$ cat config.mk
export PLATFORM = sky130hd
export DESIGN_NAME = hex_base64_asset_decoder
export DESIGN_NICKNAME = d
export VERILOG_FILES = /design/src/rtl/hbad_pkg.sv /design/src/rtl/hbad_front.sv /design/src/rtl/hbad_queue.sv /design/src/rtl/hbad_back.sv /design/src/rtl/hex_base64_asset_decoder.sv
export SDC_FILE = /design/constraint.sdc
export NUM_CORES = 1
export LEC_CHECK = 0
export BUFFER_PORTS_ARGS = -buffer_cell sky130_fd_sc_hd__buf_2
export CAP_MARGIN = 20
export CORE_MARGIN = 2
export CORE_UTILIZATION = 55
export DETAILED_ROUTE_END_ITERATION = 16
export PLACE_DENSITY = 0.83
export SYNTH_ARGS = -nofsm -noshare
export SYNTH_HDL_FRONTEND = slang
export SYNTH_SLANG_ARGS = --single-unit
$ cat constraint.sdc
create_clock -name clk -period 8.73 [get_ports clk]
set_input_delay 1.3095 -clock clk [delete_from_list [all_inputs] [get_ports clk]]
set_output_delay 1.3095 -clock clk [all_outputs]
set_load 0.02 [all_outputs]
$ cat src/rtl/hbad_pkg.sv
// Shared types, codes and character tables for the hex / base64 asset decoder.
// Used by every module of the decoder; depends on nothing else.
package hbad_pkg;

  localparam int unsigned CountWidth = 17;
  localparam logic [CountWidth-1:0] MAX_CAPACITY = 17'd65536;
  localparam logic [CountWidth-1:0] CAPACITY_RESET = 17'd4096;

  // Input operation codes.
  localparam logic [1:0] OP_START  = 2'd0;
  localparam logic [1:0] OP_CHAR   = 2'd1;
  localparam logic [1:0] OP_EOL    = 2'd2;
  localparam logic [1:0] OP_FINISH = 2'd3;

  // Result kinds.
  localparam logic [1:0] KIND_DATA   = 2'd0;
  localparam logic [1:0] KIND_EOL    = 2'd1;
  localparam logic [1:0] KIND_FINAL  = 2'd2;

  localparam logic [7:0] CHAR_PAD   = 8'h3D;  // '='
  localparam logic [7:0] CHAR_PLUS  = 8'h2B;  // '+'
  localparam logic [7:0] CHAR_SLASH = 8'h2F;  // '/'
  localparam logic [5:0] B64_PLUS_VALUE  = 6'd62;
  localparam logic [5:0] B64_SLASH_VALUE = 6'd63;

  typedef struct packed {
    logic       ok;
    logic [5:0] value;
  } digit_t;

  // One queue entry: all results caused by one input item.
  typedef struct packed {
    logic [1:0]            nres;     // number of results, 1 to 3
    logic [1:0]            kind;     // KIND_DATA for byte results
    logic [2:0][7:0]       bytes;    // bytes[0] goes out first
    logic [CountWidth-1:0] base;     // count carried by the first result
    logic                  error;
    logic                  success;
  } packet_t;

  function automatic digit_t hex_digit(input logic [7:0] c);
    digit_t d;
    d.ok = 1'b1;
    d.value = '0;
    if (c >= 8'h30 && c <= 8'h39) begin
      d.value = 6'(c - 8'h30);
    end else if (c >= 8'h61 && c <= 8'h66) begin
      d.value = 6'(c - 8'h61 + 8'd10);
    end else if (c >= 8'h41 && c <= 8'h46) begin
      d.value = 6'(c - 8'h41 + 8'd10);
    end else begin
      d.ok = 1'b0;
    end
    return d;
  endfunction

  function automatic digit_t b64_digit(input logic [7:0] c);
    digit_t d;
    d.ok = 1'b1;
    d.value = '0;
    if (c >= 8'h41 && c <= 8'h5A) begin
      d.value = 6'(c - 8'h41);
    end else if (c >= 8'h61 && c <= 8'h7A) begin
      d.value = 6'(c - 8'h61 + 8'd26);
    end else if (c >= 8'h30 && c <= 8'h39) begin
      d.value = 6'(c - 8'h30 + 8'd52);
    end else if (c == CHAR_PLUS) begin
      d.value = B64_PLUS_VALUE;
    end else if (c == CHAR_SLASH) begin
      d.value = B64_SLASH_VALUE;
    end else begin
      d.ok = 1'b0;
    end
    return d;
  endfunction

endpackage

$ cat src/rtl/hbad_front.sv
// Front end: accepts items, keeps the line and count state, and builds at most
// one result packet per item. Depends on hbad_pkg.
module hbad_front import hbad_pkg::*; (
  input  logic                  clk,
  input  logic                  rst,
  input  logic                  in_valid,
  output logic                  in_ready,
  input  logic [1:0]            operation,
  input  logic [7:0]            character,
  input  logic                  base64_mode,
  input  logic                  cfg_valid,
  input  logic [CountWidth-1:0] cfg_data,
  input  logic                  queue_full,
  output logic                  push,
  output packet_t               push_packet
);

  logic [CountWidth-1:0] capacity;
  logic [17:0]           sextet_hold, sextet_hold_next;
  logic [1:0]            group_position, group_position_next;
  logic                  line_char_seen, line_char_seen_next;
  logic [1:0]            padding_seen, padding_seen_next;
  logic [CountWidth-1:0] decoded_count, decoded_count_next;
  logic                  error_latched, error_latched_next;

  logic                  accept;
  logic [1:0]            emit_k;
  logic [2:0][7:0]       emit_bytes;
  logic [CountWidth-1:0] limit;
  logic [CountWidth-1:0] room;
  logic [1:0]            emitted;
  logic                  b64_err;
  logic [5:0]            b64_value;
  logic [1:0]            pad_after;
  logic [23:0]           full_group;
  logic                  line_error;
  digit_t                hd;
  digit_t                bd;
  packet_t               pkt;

  assign in_ready = !queue_full;
  assign accept   = in_valid && in_ready;
  assign limit    = (capacity < MAX_CAPACITY) ? capacity : MAX_CAPACITY;
  assign hd       = hex_digit(character);
  assign bd       = b64_digit(character);

  // Error check at the end of a line: open pair or group, or empty base64 line.
  assign line_error = (group_position != 2'd0) || (base64_mode && !line_char_seen);

  always_comb begin
    sextet_hold_next    = sextet_hold;
    group_position_next = group_position;
    line_char_seen_next = line_char_seen;
    padding_seen_next   = padding_seen;
    decoded_count_next  = decoded_count;
    error_latched_next  = error_latched;
    emit_k              = 2'd0;
    emit_bytes          = '0;
    b64_err             = 1'b0;
    b64_value           = '0;
    pad_after           = padding_seen;
    full_group          = {sextet_hold, bd.value};
    pkt                 = '0;

    unique case (operation)
      OP_START: begin
        sextet_hold_next    = '0;
        group_position_next = '0;
        line_char_seen_next = 1'b0;
        padding_seen_next   = '0;
        decoded_count_next  = '0;
        error_latched_next  = 1'b0;
      end
      OP_CHAR: begin
        if (!error_latched) begin
          line_char_seen_next = 1'b1;
          if (base64_mode) begin
            if (padding_seen != 2'd0 && group_position == 2'd0) begin
              b64_err = 1'b1;
            end else if (character == CHAR_PAD) begin
              if (group_position < 2'd2) begin
                b64_err = 1'b1;
              end else begin
                pad_after = padding_seen + 2'd1;
              end
            end else if (!bd.ok || padding_seen != 2'd0) begin
              b64_err = 1'b1;
            end else begin
              b64_value = bd.value;
            end
            full_group = {sextet_hold, b64_value};
            if (b64_err) begin
              error_latched_next = 1'b1;
            end else if (group_position != 2'd3) begin
              padding_seen_next   = pad_after;
              sextet_hold_next    = {sextet_hold[11:0], b64_value};
              group_position_next = group_position + 2'd1;
            end else begin
              padding_seen_next   = pad_after;
              sextet_hold_next    = '0;
              group_position_next = '0;
              emit_k     = (pad_after == 2'd0) ? 2'd3 : (pad_after == 2'd1) ? 2'd2 : 2'd1;
              emit_bytes = {full_group[7:0], full_group[15:8], full_group[23:16]};
            end
          end else begin
            if (!hd.ok) begin
              error_latched_next = 1'b1;
            end else if (group_position == 2'd0) begin
              sextet_hold_next    = {14'd0, hd.value[3:0]};
              group_position_next = 2'd1;
            end else begin
              sextet_hold_next    = '0;
              group_position_next = '0;
              emit_k              = 2'd1;
              emit_bytes          = {16'd0, sextet_hold[3:0], hd.value[3:0]};
            end
          end
        end
      end
      OP_EOL: begin
        if (!error_latched && line_error) begin
          error_latched_next = 1'b1;
        end
        sextet_hold_next    = '0;
        group_position_next = '0;
        line_char_seen_next = 1'b0;
        padding_seen_next   = '0;
      end
      OP_FINISH: begin
        if (line_char_seen || group_position != 2'd0) begin
          if (!error_latched && line_error) begin
            error_latched_next = 1'b1;
          end
          sextet_hold_next    = '0;
          group_position_next = '0;
          line_char_seen_next = 1'b0;
          padding_seen_next   = '0;
        end
      end
      default: begin
      end
    endcase

    // Bytes go out while the count remains below the limit; the first that does
    // not fit latches the error.
    room    = (decoded_count >= limit) ? '0 : limit - decoded_count;
    emitted = (room >= CountWidth'(emit_k)) ? emit_k : room[1:0];
    if (emit_k != 2'd0) begin
      if (room < CountWidth'(emit_k)) begin
        error_latched_next = 1'b1;
      end
      decoded_count_next = decoded_count + CountWidth'(emitted);
      pkt.nres  = emitted;
      pkt.kind  = KIND_DATA;
      pkt.bytes = emit_bytes;
      pkt.base  = decoded_count + CountWidth'(1);
    end

    if (operation == OP_EOL || operation == OP_FINISH) begin
      pkt.nres    = 2'd1;
      pkt.kind    = (operation == OP_EOL) ? KIND_EOL : KIND_FINAL;
      pkt.base    = decoded_count;
      pkt.error   = error_latched_next;
      pkt.success = (operation == OP_FINISH) && !error_latched_next &&
                    (decoded_count != '0);
    end
  end

  assign push        = accept && (pkt.nres != 2'd0);
  assign push_packet = pkt;

  always_ff @(posedge clk) begin
    if (rst) begin
      capacity       <= CAPACITY_RESET;
      sextet_hold    <= '0;
      group_position <= '0;
      line_char_seen <= 1'b0;
      padding_seen   <= '0;
      decoded_count  <= '0;
      error_latched  <= 1'b0;
    end else begin
      if (cfg_valid) begin
        capacity <= cfg_data;
      end
      if (accept) begin
        sextet_hold    <= sextet_hold_next;
        group_position <= group_position_next;
        line_char_seen <= line_char_seen_next;
        padding_seen   <= padding_seen_next;
        decoded_count  <= decoded_count_next;
        error_latched  <= error_latched_next;
      end
    end
  end

endmodule

$ cat src/rtl/hbad_queue.sv
// Two-entry packet queue between the front end and the output stage.
// Depends on hbad_pkg for the packet type.
module hbad_queue import hbad_pkg::*; (
  input  logic    clk,
  input  logic    rst,
  input  logic    push,
  input  packet_t push_packet,
  output logic    full,
  input  logic    pop,
  output logic    empty,
  output packet_t head
);

  packet_t    entries [2];
  logic       wr_ptr;
  logic       rd_ptr;
  logic [1:0] fill;

  assign full  = (fill == 2'd2);
  assign empty = (fill == 2'd0);
  assign head  = entries[rd_ptr];

  always_ff @(posedge clk) begin
    if (push) begin
      entries[wr_ptr] <= push_packet;
    end
  end

  always_ff @(posedge clk) begin
    if (rst) begin
      wr_ptr <= 1'b0;
      rd_ptr <= 1'b0;
      fill   <= '0;
    end else begin
      if (push) begin
        wr_ptr <= !wr_ptr;
      end
      if (pop) begin
        rd_ptr <= !rd_ptr;
      end
      fill <= fill + 2'(push) - 2'(pop);
    end
  end

endmodule

$ cat src/rtl/hbad_back.sv
// Output stage: walks the results of the head packet one per transfer into
// a registered output. Depends on hbad_pkg.
module hbad_back import hbad_pkg::*; (
  input  logic                  clk,
  input  logic                  rst,
  input  logic                  empty,
  input  packet_t               head,
  output logic                  pop,
  output logic                  out_valid,
  input  logic                  out_ready,
  output logic [1:0]            kind,
  output logic [7:0]            data_byte,
  output logic [CountWidth-1:0] byte_count,
  output logic                  error,
  output logic                  success,
  output logic                  last
);

  logic [1:0] idx;
  logic       load;
  logic       is_last;

  assign load    = !empty && (!out_valid || out_ready);
  assign is_last = (idx == head.nres - 2'd1);
  assign pop     = load && is_last;

  always_ff @(posedge clk) begin
    if (rst) begin
      out_valid <= 1'b0;
      idx       <= '0;
    end else begin
      if (load) begin
        out_valid <= 1'b1;
        idx       <= is_last ? 2'd0 : idx + 2'd1;
      end else if (out_ready) begin
        out_valid <= 1'b0;
      end
    end
  end

  always_ff @(posedge clk) begin
    if (load) begin
      kind       <= head.kind;
      data_byte  <= (head.kind == KIND_DATA) ? head.bytes[idx] : 8'd0;
      byte_count <= head.base + CountWidth'(idx);
      error      <= head.error;
      success    <= head.success;
      last       <= is_last;
    end
  end

endmodule

$ cat src/rtl/hex_base64_asset_decoder.sv
// Top level of the hex / base64 asset decoder: front end, packet queue and
// output stage. Depends on hbad_pkg, hbad_front, hbad_queue and hbad_back.
//
// Usage: items (operation, character, base64_mode) arrive on the in_valid /
// in_ready channel, one transfer per item. Results (kind, data_byte,
// byte_count, error, success, last) leave on the out_valid / out_ready
// channel; last marks the final result caused by one item. Start-asset
// items and characters that finish no pair or group produce no result.
// The capacity register is written through cfg_valid / cfg_data; cfg_ready
// is always high, and writes belong between assets while the block is idle.
// An item's packet passes through the packet queue into the output register.
// An item is accepted in every cycle while the two-entry packet queue has
// room. The output stage delivers one result per cycle while out_ready is
// high, so a completed base64 group of three bytes occupies the output for
// three transfers. When the receiver stalls the output register holds, the
// queue fills and in_ready drops. Reset clears all line state, the byte
// count and the error flag, and loads capacity with 4096.
module hex_base64_asset_decoder import hbad_pkg::*; (
  input  logic                  clk,
  input  logic                  rst,
  input  logic                  in_valid,
  output logic                  in_ready,
  input  logic [1:0]            operation,
  input  logic [7:0]            character,
  input  logic                  base64_mode,
  input  logic                  cfg_valid,
  output logic                  cfg_ready,
  input  logic [CountWidth-1:0] cfg_data,
  output logic                  out_valid,
  input  logic                  out_ready,
  output logic [1:0]            kind,
  output logic [7:0]            data_byte,
  output logic [CountWidth-1:0] byte_count,
  output logic                  error,
  output logic                  success,
  output logic                  last
);

  logic    queue_full;
  logic    queue_empty;
  logic    push;
  logic    pop;
  packet_t push_packet;
  packet_t head;

  assign cfg_ready = 1'b1;

  hbad_front u_front (
    .clk         (clk),
    .rst         (rst),
    .in_valid    (in_valid),
    .in_ready    (in_ready),
    .operation   (operation),
    .character   (character),
    .base64_mode (base64_mode),
    .cfg_valid   (cfg_valid),
    .cfg_data    (cfg_data),
    .queue_full  (queue_full),
    .push        (push),
    .push_packet (push_packet)
  );

  hbad_queue u_queue (
    .clk         (clk),
    .rst         (rst),
    .push        (push),
    .push_packet (push_packet),
    .full        (queue_full),
    .pop         (pop),
    .empty       (queue_empty),
    .head        (head)
  );

  hbad_back u_back (
    .clk        (clk),
    .rst        (rst),
    .empty      (queue_empty),
    .head       (head),
    .pop        (pop),
    .out_valid  (out_valid),
    .out_ready  (out_ready),
    .kind       (kind),
    .data_byte  (data_byte),
    .byte_count (byte_count),
    .error      (error),
    .success    (success),
    .last       (last)
  );

endmodule
==> impl_metrics.toml <==
[global_route]
track_usage_pct = 23.35
total_congestion_overflow_after_global_routing = 0
met2_usage_pct = 36.44
grt_pass1_vias = 7562
wire_length_of_the_first_global_routing_pass_mm = 37.86
number_of_antenna_violations_at_the_first_check_in_global_routing = 0
met1_grt_util_pct = 32.74
global_route.usage.met3_pct = 4.532
grt_start_max_net_pins = 63
gr-max-usage-layer = "met2"

[drt]
wire_length_after_detailed_routing_mm = 23.38
vias = 8222
drc_errors = 0
first_pass_iters = 5
wl_per_cell_um = 17.23
detail_route.iter0.violations = 735
drt-vias-per-instance = 6.059
antenna_violating_nets_post_route = 0

[worst_setup_path]
critical_path_class = "in -> reg"
critical_path_maximum_fanout = 10
crit_path_start_kind = "input pin"
worst_ep_arrival_time_ns = 6.95
cp_data_required_time_ns = 9.03
critical_path.endpoint_type = "flop"

[placed_design]
instance_area_at_placement_sq_um = 11150
placement.io_buffers = 64
dpl.hpwl_mm = 16.97
globalplace.congestion = 0.9065

[final_layout]
drive_gt1_share_pct = 14.22
area_delta_synth_final_pct = 10.24
design.final.nets = 1164
highest_count_cells_in_the_layout_ignoring_fill_and_taps = "124 x sky130_fd_sc_hd__edfxtp_1, 114 x sky130_fd_sc_hd__nor2_1, 69 x sky130_fd_sc_hd__a21oi_1, 68 x sky130_fd_sc_hd__nand2_1, 65 x sky130_fd_sc_hd__dfxtp_1"
layout.filler_cells = 1547
final_design_area_no_fill_sq_um = 11770
antenna_cells = 0
multi_input_comb_area_sq_um = 5201
ff_latch_area_sq_um = 5046
layout.cells.most_common = "sky130_fd_sc_hd__edfxtp_1"

[clocking]
number_of_buffers_added_to_fix_hold_violations_after_cts = 0
cts.reportedPaths.clkPinSlew_ns = 0.07
cts.root.buffer_cell = "sky130_fd_sc_hd__clkbuf_16"
cts_buffers = 17
cts_max_path_buffers = 2
cts_setup_buffers = 0
h-tree-depth = 4
tritoncts_num_sinks = 190
tritoncts = "built"
cts.repair.resized = 0
clock_insertion_delay_worst_skew_ns = 0.44

[power_and_ir_drop]
switching_power_uw = 719.8
p_per_area_nw_per_um2 = 201.3
power.share.clock_pct = 32.2
share_seq_of_total_power_pct = 45.9
ir_drop_mv = 0.1510
internal-power_mw = 1.650
sw_frac_of_total_pct = 30.38
combPwrFrac_pct = 21.9
power.leakage_nw = 4.208

[synthesis]
synth.cell_area_sq_um = 10680
synthDominantAreaCellType = "sky130_fd_sc_hd__edfxtp_1"
synth_edf_count = 124
synth-main-ff-cell = "sky130_fd_sc_hd__edfxtp_1"
fraction_of_synthesized_cell_area_taken_by_the_top_area_cell_type_pct = 34.86
yosysWarningCount = 0
synth_area_per_cell_sq_um = 10.17
synth.yosys.seq_area_share_pct = 47.24
postSynthNetCount = 1130
synth-async-reset-ratio_pct = 0
ys_seq_elements = 190
synth_cell_type_count = 88
syn-instance-count = 1050
netlist_top_cells_area = "sky130_fd_sc_hd__edfxtp_1 35%, sky130_fd_sc_hd__dfxtp_1 12%, sky130_fd_sc_hd__ha_1 5.2%, sky130_fd_sc_hd__nor2_1 4.0%, sky130_fd_sc_hd__xnor2_1 3.4%"

[sta]
period_share_pct = 76.14
max-slew-margin-rel_pct = 29.46
finalSetupTns_ns = 0
final-setup-viol-count = 0
final-max-slew-violation-count = 0
finalHoldViolCount = 0
timing.hold.ws_ns = 0.4546
clock_skew_ns = 0.01161
timing.fmax_ghz = 0.1504
timing.final.crit_period_ns = 6.647
tightest_slew_ns = 1.058
rsz_0062_raised_after_global_routing = "false"

[hold_path]
hp-class = "reg -> reg"

[floorplanning]
fp.coreArea_sq_um = 18890
floorplan.die.height_um = 143.4
num_rows = 50
die_x_um = 143.4
fp.dieArea_sq_um = 20550
number_of_i_o_pins = 66
floorplan.initialDensity_pct = 56.53

[flow_run]
max_cap_viol_count = 0

[outcome]
run_status = "finished clean"
-- metrics by stage --
step                setup WS, ns  util [%]  power [mW]  instances
floorplan                  1.439         -       1.479       1050
CTS                        2.159     62.07       2.360       1355
global route               1.615     62.32       2.473       1357
finish                     2.083     62.32       2.370       1357
global placement           2.050     58.95       1.598       1322
detailed placement         1.731     59.01       1.608       1323
-- sequential cells by signal, indices dropped and copies added (netlist names), 2 cells and up, named ones only --
signal and flops:
u_front.capacity 17, u_queue.fill 2, u_front.sextet_hold 18, u_front.group_position 2, u_back.kind 2, u_back.data_byte 8
u_back.idx 2, u_front.padding_seen 2, u_front.decoded_count 17, u_queue.entries 94, u_back.byte_count 17
-- metal layers --
metal	part of all wire [%]	vias to the layer above
li1	-	3902
met1	45	3854
met2	45	411
met3	8.1	55
met4	2.5	0
met5	0	-
-- cells in the mapped netlist, types with 30 or more instances --
cell type                  instances
sky130_fd_sc_hd__a21oi_1          69
sky130_fd_sc_hd__clkbuf_1         42
sky130_fd_sc_hd__xnor2_1          41
sky130_fd_sc_hd__nor2_1          114
sky130_fd_sc_hd__ha_1             44
sky130_fd_sc_hd__nand2_1          68
sky130_fd_sc_hd__o21ai_0          30
sky130_fd_sc_hd__edfxtp_1        124
sky130_fd_sc_hd__nand3_1          34
sky130_fd_sc_hd__inv_1            55
sky130_fd_sc_hd__nor2b_1          40
sky130_fd_sc_hd__dfxtp_1          66
-- kinds of logic (layout without fill, tap and decap cells) --
logic type / count (synthesis) / in the layout / synth area share, %
muxes: 49 / 49 / 5.740
xor gates and xnor gates: 55 / 55 / 4.581
AOI/OAI and AO/OA: 227 / 227 / 15.50
other: 1 / 1 / 0.03511
DFF: 190 / 190 / 47.24
buffers and inverters: 113 / 160 / 4.147
adders and majority gates: 47 / 47 / 5.717
and+or+nand+nor: 368 / 368 / 17.05
-- worst paths after layout --
check | from | end | slack [ns] | cells past startpoint
min reg2reg | u_front.sextet_hold[16] | u_front.sextet_hold[16] | 0.45 | 2
max reg2reg | u_front.capacity[16] | u_front.decoded_count[13] | 2.44 | 22
max | character[0] | u_front.decoded_count[13] | 2.08 | 25
min | u_front.sextet_hold[16] | u_front.sextet_hold[16] | 0.45 | 2
-- power groups by stage --
| stage | clock, mW | combinational [mW] | sequential (mW) |
|---|---|---|---|
| after floorplan | 0 | 0.325 | 1.15 |
| after global placement | 0 | 0.490 | 1.11 |
| after detailed placement | 0 | 0.498 | 1.11 |
| after CTS | 0.769 | 0.501 | 1.09 |
| after global routing | 0.808 | 0.569 | 1.10 |
| final | 0.764 | 0.518 | 1.09 |
-- worst max-delay path: stages --
cell	delay, ns
sky130_fd_sc_hd__buf_2	0.15
sky130_fd_sc_hd__inv_1	0.18
sky130_fd_sc_hd__ha_1	0.35
sky130_fd_sc_hd__nand2b_1	0.15
sky130_fd_sc_hd__a311oi_1	0.46
sky130_fd_sc_hd__a311oi_2	0.19
sky130_fd_sc_hd__o41ai_4	0.58
sky130_fd_sc_hd__nand2_1	0.15
sky130_fd_sc_hd__nand3_1	0.17
sky130_fd_sc_hd__nor2_1	0.09
sky130_fd_sc_hd__inv_1	0.09
sky130_fd_sc_hd__ha_1	0.18
sky130_fd_sc_hd__a21oi_1	0.07
sky130_fd_sc_hd__inv_1	0.06
sky130_fd_sc_hd__o41a_1	0.21
sky130_fd_sc_hd__nand2b_1	0.15
sky130_fd_sc_hd__nor2_1	0.05
sky130_fd_sc_hd__a221oi_1	0.54
sky130_fd_sc_hd__inv_1	0.10
sky130_fd_sc_hd__ha_1	0.31
sky130_fd_sc_hd__a21oi_1	0.09
sky130_fd_sc_hd__or4_1	0.53
sky130_fd_sc_hd__a2111oi_0	0.54
sky130_fd_sc_hd__xnor2_1	0.18
sky130_fd_sc_hd__nor2_1	0.05
-- final cells by class --
class / instances / share of cell area (%)
clock buffer: 18 / 3.645
clock inverter: 14 / 1.265
inverter: 57 / 1.817
multi-input combinational: 747 / 44.18
sequential: 190 / 42.86
tap: 260 / 2.763
timing repair buffer: 71 / 3.475
(Power assumes the default switching activity.)
